File: config.mk
export PLATFORM = sky130hd
export DESIGN_NAME = sorted_set_successor_table
export DESIGN_NICKNAME = d
export VERILOG_FILES = /design/src/rtl/sst_pkg.sv /design/src/rtl/sorted_set_successor_table.sv /design/src/rtl/sst_cell.sv
export SDC_FILE = /design/constraint.sdc
export NUM_CORES = 2
export LEC_CHECK = 0
export BUFFER_PORTS_ARGS = -buffer_cell sky130_fd_sc_hd__buf_4
export CORE_AREA = 2 2 328 330
export DETAILED_ROUTE_END_ITERATION = 6
export DIE_AREA = 0 0 330 332
export PLACE_DENSITY_LB_ADDON = 0.08
export SLEW_MARGIN = 30
export SYNTH_ARGS = -nofsm -noshare
export SYNTH_HDL_FRONTEND = slang
export SYNTH_SLANG_ARGS = --single-unit
File: constraint.sdc
create_clock -name i_clk -period 4.2 [get_ports i_clk]
set_clock_uncertainty 0.1 [all_clocks]
set_input_delay 0.21 -clock i_clk [delete_from_list [all_inputs] [get_ports i_clk]]
set_output_delay 0.21 -clock i_clk [all_outputs]
set_load 0.02 [all_outputs]
File: src/rtl/sst_pkg.sv
// Shared types and constants for the sorted set successor table.
`timescale 1ns / 1ps

package sst_pkg;

    localparam int CAPACITY = 16;
    localparam int CNT_W    = $clog2(CAPACITY + 1);

    // Command codes.
    localparam logic [1:0] CMD_INSERT = 2'd0;
    localparam logic [1:0] CMD_REMOVE = 2'd1;
    localparam logic [1:0] CMD_QUERY  = 2'd2;

    // Status codes.
    localparam logic [2:0] ST_OK       = 3'd0;
    localparam logic [2:0] ST_DUP      = 3'd1;
    localparam logic [2:0] ST_NOTFOUND = 3'd2;
    localparam logic [2:0] ST_EMPTY    = 3'd3;
    localparam logic [2:0] ST_FULL     = 3'd4;

    typedef struct packed {
        logic [1:0]  cmd;
        logic [31:0] item_value;
    } t_in_item;

    typedef struct packed {
        logic [31:0] successor_value;
        logic [2:0]  status;
        logic [4:0]  entry_count;
    } t_out_item;

    // Broadcast from the controller to every cell.
    typedef struct packed {
        logic        ins;
        logic        rem;
        logic [31:0] value;
    } t_cell_ctl;

    // Compare results that each cell reports.
    typedef struct packed {
        logic lt;
        logic eq;
    } t_cell_flags;

endpackage

File: src/rtl/sorted_set_successor_table.sv
// Top level of the sorted set successor table: cell chain, command decode and result register.
`timescale 1ns / 1ps

// Channel     Direction  Handshake               Payload
// command     in         start, busy             i_item   (cmd, item_value)
// result      out        o_done (one-cycle)      o_result (successor_value, status, entry_count)
//
// For every command, the whole cell chain compares against the value and shifts
// in the same clock edge that accepts the transaction, and the result appears on
// o_result with o_done high in the following cycle. busy is never raised,
// so a new transaction may be started in every cycle. Synchronous active-low reset
// empties the set; stored values themselves are not cleared, since only cells below
// the entry count are ever looked at. The receiver cannot stall the result.

module sorted_set_successor_table (
    input  logic               i_clk,
    input  logic               i_rst_n,
    input  logic               start,
    output logic               busy,
    input  sst_pkg::t_in_item  i_item,
    output logic               o_done,
    output sst_pkg::t_out_item o_result
);
    import sst_pkg::*;

    logic [CNT_W-1:0] r_count;
    logic [CNT_W-1:0] n_count;
    logic             r_done;
    t_out_item        r_result;
    t_out_item        n_result;

    logic             accept;
    logic             found;
    logic             full;
    logic             empty;
    logic [31:0]      succ;
    t_cell_ctl        ctl;

    t_cell_flags      flags [CAPACITY];
    logic [31:0]      vals  [CAPACITY];
    logic             gt    [CAPACITY];

    // The chain updates in the same cycle that it compares, so it is never busy.
    assign busy   = 1'b0;
    assign accept = start && !busy;

    assign full  = (r_count == CNT_W'(CAPACITY));
    assign empty = (r_count == '0);

    always_comb begin
        found = 1'b0;
        for (int i = 0; i < CAPACITY; i++) begin
            found = found | flags[i].eq;
        end
    end

    // Insert only when the value is new and room remains; remove only a stored value.
    assign ctl.value = i_item.item_value;
    assign ctl.ins   = accept && (i_item.cmd == CMD_INSERT) && !found && !full;
    assign ctl.rem   = accept && (i_item.cmd == CMD_REMOVE) && found;

    for (genvar g = 0; g < CAPACITY; g++) begin : g_cell
        logic        live;
        logic        left_lt;
        logic [31:0] left_val;
        logic [31:0] right_val;

        assign live = (CNT_W'(g) < r_count);

        if (g == 0) begin : g_first
            assign left_lt  = 1'b1;
            assign left_val = vals[g];
        end else begin : g_mid
            assign left_lt  = flags[g-1].lt;
            assign left_val = vals[g-1];
        end

        if (g == CAPACITY - 1) begin : g_last
            assign right_val = vals[g];
        end else begin : g_inner
            assign right_val = vals[g+1];
        end

        // A stored value above the query value; the first such cell is the successor.
        assign gt[g] = live && !flags[g].lt && !flags[g].eq;

        sst_cell u_cell (
            .i_clk       (i_clk),
            .i_ctl       (ctl),
            .i_live      (live),
            .i_left_lt   (left_lt),
            .i_left_val  (left_val),
            .i_right_val (right_val),
            .o_flags     (flags[g]),
            .o_val       (vals[g])
        );
    end

    // The stored values are ascending, so the greater-than flags form a run and
    // exactly one cell starts it when a successor exists.
    always_comb begin
        succ = '0;
        for (int i = 0; i < CAPACITY; i++) begin
            if (gt[i] && (i == 0 || !gt[(i == 0) ? 0 : i - 1])) begin
                succ = succ | vals[i];
            end
        end
    end

    always_comb begin
        n_count                  = r_count;
        n_result.successor_value = '0;
        n_result.status          = ST_OK;
        if (ctl.ins) begin
            n_count = r_count + 1'b1;
        end else if (ctl.rem) begin
            n_count = r_count - 1'b1;
        end
        unique case (i_item.cmd)
            CMD_INSERT: begin
                if (found) begin
                    n_result.status = ST_DUP;
                end else if (full) begin
                    n_result.status = ST_FULL;
                end
            end
            CMD_REMOVE: begin
                if (empty) begin
                    n_result.status = ST_EMPTY;
                end else if (!found) begin
                    n_result.status = ST_NOTFOUND;
                end
            end
            CMD_QUERY: begin
                n_result.successor_value = succ;
            end
            default: begin
                n_result.status = ST_OK;
            end
        endcase
        n_result.entry_count = 5'(n_count);
    end

    always_ff @(posedge i_clk) begin
        if (!i_rst_n) begin
            r_count <= '0;
            r_done  <= 1'b0;
        end else begin
            r_count <= n_count;
            r_done  <= accept;
        end
    end

    always_ff @(posedge i_clk) begin
        if (accept) begin
            r_result <= n_result;
        end
    end

    assign o_done   = r_done;
    assign o_result = r_result;

`ifndef SYNTHESIS
    // Every accepted transaction produces its result in the next cycle.
    a_done_follows: assert property (@(posedge i_clk) disable iff (!i_rst_n)
        accept |=> o_done)
        else $error("accepted command produced no result");

    // No result appears without a command in the previous cycle.
    a_no_spurious: assert property (@(posedge i_clk) disable iff (!i_rst_n)
        !accept |=> !o_done)
        else $error("result without a command");

    // The set never grows past its capacity.
    a_count_bound: assert property (@(posedge i_clk) disable iff (!i_rst_n)
        r_count <= CNT_W'(CAPACITY))
        else $error("entry count above capacity");

    // One command moves the count by at most one.
    a_count_step: assert property (@(posedge i_clk) disable iff (!i_rst_n)
        i_rst_n |=> (r_count == $past(r_count)) || (r_count == $past(r_count) + 1'b1)
                    || (r_count == $past(r_count) - 1'b1))
        else $error("entry count jumped");

    // A refused insert is reported only when the set is full.
    a_full_refusal: assert property (@(posedge i_clk) disable iff (!i_rst_n)
        (o_done && o_result.status == ST_FULL) |-> full)
        else $error("insert refused while room remained");
`endif

endmodule

File: src/rtl/sst_cell.sv
// One storage cell of the sorted chain: holds a value and shifts with its neighbors.
`timescale 1ns / 1ps

module sst_cell (
    input  logic                i_clk,
    input  sst_pkg::t_cell_ctl  i_ctl,
    input  logic                i_live,
    input  logic                i_left_lt,
    input  logic [31:0]         i_left_val,
    input  logic [31:0]         i_right_val,
    output sst_pkg::t_cell_flags o_flags,
    output logic [31:0]         o_val
);
    import sst_pkg::*;

    logic [31:0] r_val;
    logic [31:0] n_val;

    assign o_flags.lt = i_live && (r_val < i_ctl.value);
    assign o_flags.eq = i_live && (r_val == i_ctl.value);
    assign o_val      = r_val;

    // Cells below the insert or remove point keep their value; the rest move by one.
    always_comb begin
        n_val = r_val;
        if (i_ctl.ins && !o_flags.lt) begin
            n_val = i_left_lt ? i_ctl.value : i_left_val;
        end else if (i_ctl.rem && !o_flags.lt) begin
            n_val = i_right_val;
        end
    end

    always_ff @(posedge i_clk) begin
        r_val <= n_val;
    end

endmodule

==> flow_summary.yaml <==
placed_design:
  dp_hpwl_mm: 164
  portBuffers: 77
  gp_congestion: 1.00
  dp_cells: 5976
clock_tree:
  clockBufferDepth: 3
  cts_tree: "built"
  cts.sinks: 558
  cts-root-buf: "clkbuf_16"
  clkSlewWorstSetupHoldPaths_ns: 0.06
  clock_latency_ns: 0.67
  cts-buffers-inserted: 75
  cts.htree.levels: 3
global_routing:
  use_met3: 0.0704
  gr-total-overflow: 0
  grt_use_total: 0.379
  antenna_found_initial: 9
  grtUsageMet2: 0.588
  grt_max_degree: 49
  grt_busiest_layer: "met2"
  gr-usage-met1: 0.490
  grt_pass1_wl_mm: 293
  grt_pass1_vias: 37400
synth:
  ys_seq_area_frac: 0.398
  synth_mux_area_frac: 0.117
  synth_ff_type: "edfxtp_1"
  synth_cells: 4170
  synthXorXnorAreaFrac: 0.000417
  syn_avg_cell_area_um2: 10.1
  netlist_area_um2: 42000
  yosysUniqueCellTypes: 80
  synth_fa_ha_area_frac: 0.153
  yosys_warnings: 0
  synth_compound_area_frac: 0.177
  synthArstFlopShare: 0
  synthSimpleGateAreaFrac: 0.123
  synth_edf_count: 552
  ys_ff_latch: 558
  synth_top_family_by_area: "compound AO/OA/AOI/OAI gates"
  syn-num-nets: 4722
route:
  totalWireLength_mm: 211
  initialDrtViolationCount: 4453
  via_count: 38800
  drt_first_pass_iters: 7
  drt-vias-per-instance: 6.33
  wl_per_cell_um: 34.5
  drc: 19
  postRouteAntennaNets: 0
floorplan:
  dieHeight_um: 332
  start_util: 0.395
  dieArea_um2: 110000
  die_w_um: 330
  rows: 120
  io_pins: 79
  coreArea_um2: 106000
layout:
  nets: 5209
  drive_gt1_frac: 0.193
  fillers: 9974
  syn_to_final_growth_pct: 23.7
  instances_no_fill: 6122
timing:
  tightest_slew_ns: 0.959
  period_needed_ns: 4.18
  setup_violations: 0
  timing.final.crit_share: 0.995
  slew_headroom: 0.354
  slew_viol_final: 0
  fmax_mhz: 239
  rsz0062_at_grt: "false"
  finalHoldViolCount: 0
status:
  violations: "DRC"
  status: "complete, but fails checks"
critical_path:
  startpoint: "g_cell[12].u_cell.o_val[25]$_DFFE_PP_"
  crit_fanout: 40
  path_class: "flop to flop"
  end_kind: "flop"
  r2r-start: "g_cell[12].u_cell.o_val[25]$_DFFE_PP_"
  start_kind: "flop"
  crit_arrival_ns: 4.46
  cp_data_required_time_ns: 4.48
power:
  ir_drop_mv: 0.289
  p_leak_nw: 20.3
  power.density_nw_per_um2: 310
  p_total_w: 0.0161
worst_hold_path:
  hp-class: "primary input to flop"
  hp-start: "start"
flow_run:
  max_cap_viol_count: 0
cells in the mapped netlist (62+ instances only):
library cell | count | area [um^2]
edfxtp_1 | 552 | 16600
ha_1 | 515 | 6440
nand2_1 | 451 | 1690
mux2i_1 | 420 | 4200
o21ai_0 | 350 | 1750
a21oi_1 | 334 | 1670
clkbuf_1 | 205 | 769
nor2_1 | 197 | 739
nand4_1 | 115 | 719
nand3_1 | 108 | 541
a22o_1 | 98 | 858
o21ai_1 | 91 | 455
nor4_1 | 64 | 400
inv_1 | 62 | 233
mux2_2 | 62 | 698
worst paths after layout:
| path | to | slack (ns) | depth (start not counted) |
|---|---|---|---|
| worst max register to register | g_cell[11].u_cell.o_val[15]$_DFFE_PP_ | 0.02 | 15 |
| worst min register to register | g_cell[12].u_cell.o_val[0]$_DFFE_PP_ | 0.49 | 2 |
| worst max-delay path | g_cell[11].u_cell.o_val[15]$_DFFE_PP_ | 0.02 | 15 |
| worst min-delay path | r_count[4]$_SDFF_PN0_ | 0.02 | 4 |
cell usage in the layout, fill, tap and decap left out, drive strengths merged, types with 32 or more instances in the layout:
cell	instances
buf	667
edfxtp	552
ha	515
nand2	451
o21ai	442
mux2i	420
a21oi	336
nor2	200
nand4	115
nand3	109
clkbuf	100
a22o	98
nor4	65
inv	63
mux2	62
a21o	51
a221oi	46
a31oi	41
a221o	34
a222oi	32
nor2b	32
flip-flops by register name, indices dropped and copies added, names as in the netlist:
register,flops
g_cell.u_cell.o_val,512
o_result,40
r_count,5
o_done,1
what timing repair did:
item | 4_1_cts | 5_1_grt
setup endpoints to repair | 183 | 763
gates resized for setup | 1 | 10
hold buffers | 7 | 0
pin swaps | 0 | 1
gates cloned | 0 | 0
hold endpoints to repair | 24 | 0
setup buffers | 0 | 0
per-stage QoR:
stage / util / setup TNS, ns / hold slack [ns] / instance area (um^2) / worst slack (ns)
floorplan: - / -10.05 / 0.222 / 42000 / -0.0314
global placement: 0.465 / -15.62 / 0.406 / 49500 / -0.0860
detailed placement: 0.465 / -10.29 / 0.406 / 49500 / -0.0847
CTS: 0.488 / 0 / 0.00171 / 51900 / 0.0386
global route: 0.489 / 0 / 0.0223 / 52000 / 0.0210
finish: 0.489 / 0 / 0.0186 / 52000 / 0.0211
per-layer routing:
metal | wire length [um] | up-vias
li1 | - | 17200
met1 | 84900 | 19000
met2 | 93800 | 2049
met3 | 17300 | 530
met4 | 14900 | 8
met5 | 52 | -
worst max-delay path: stages (launching register included):
cell and delay [ns]:
edfxtp_1 0.50, ha_1 0.35, nand4_1 0.10, buf_4 0.18, nor4_1 0.58, buf_4 0.23
nand3_1 0.10, o2111ai_1 0.36, buf_4 0.20, nor4_4 0.05, buf_4 0.15, nand3_2 0.10
buf_12 0.16, or2_2 0.23, buf_12 0.23, o21ai_0 0.18
cell type report:
class / count / area, um^2 / share of cell area
antenna: 2 / 5.00 / 0.0000963
clock buffer: 100 / 2060 / 0.0396
clock inverter: 37 / 294 / 0.00566
inverter: 62 / 233 / 0.00448
multi-input combinational: 3286 / 24400 / 0.470
sequential: 558 / 16700 / 0.321
tap: 1403 / 1760 / 0.0338
timing repair buffer: 674 / 6500 / 0.125
power by group:
part	leakage (nW)	internal, W	switching, W	total, W
sequential	5.16	0.00636	0.000243	0.00661
clock	1.15	0.00373	0.00272	0.00645
combinational	14.0	0.00117	0.00191	0.00308
cells by family (layout without fill, tap and decap cells):
kind of cell             Yosys count  in the layout
XOR/XNOR                           2              2
buffers and inverters            326            873
flip-flops                       558            558
adder cells (fa/ha/maj)          515            515
other                              1              3
AND/OR/NAND/NOR                 1092           1092
multiplexers                     482            482
AO/OA/AOI/OAI                   1194           1194
Power figures use the tool's default switching activity.
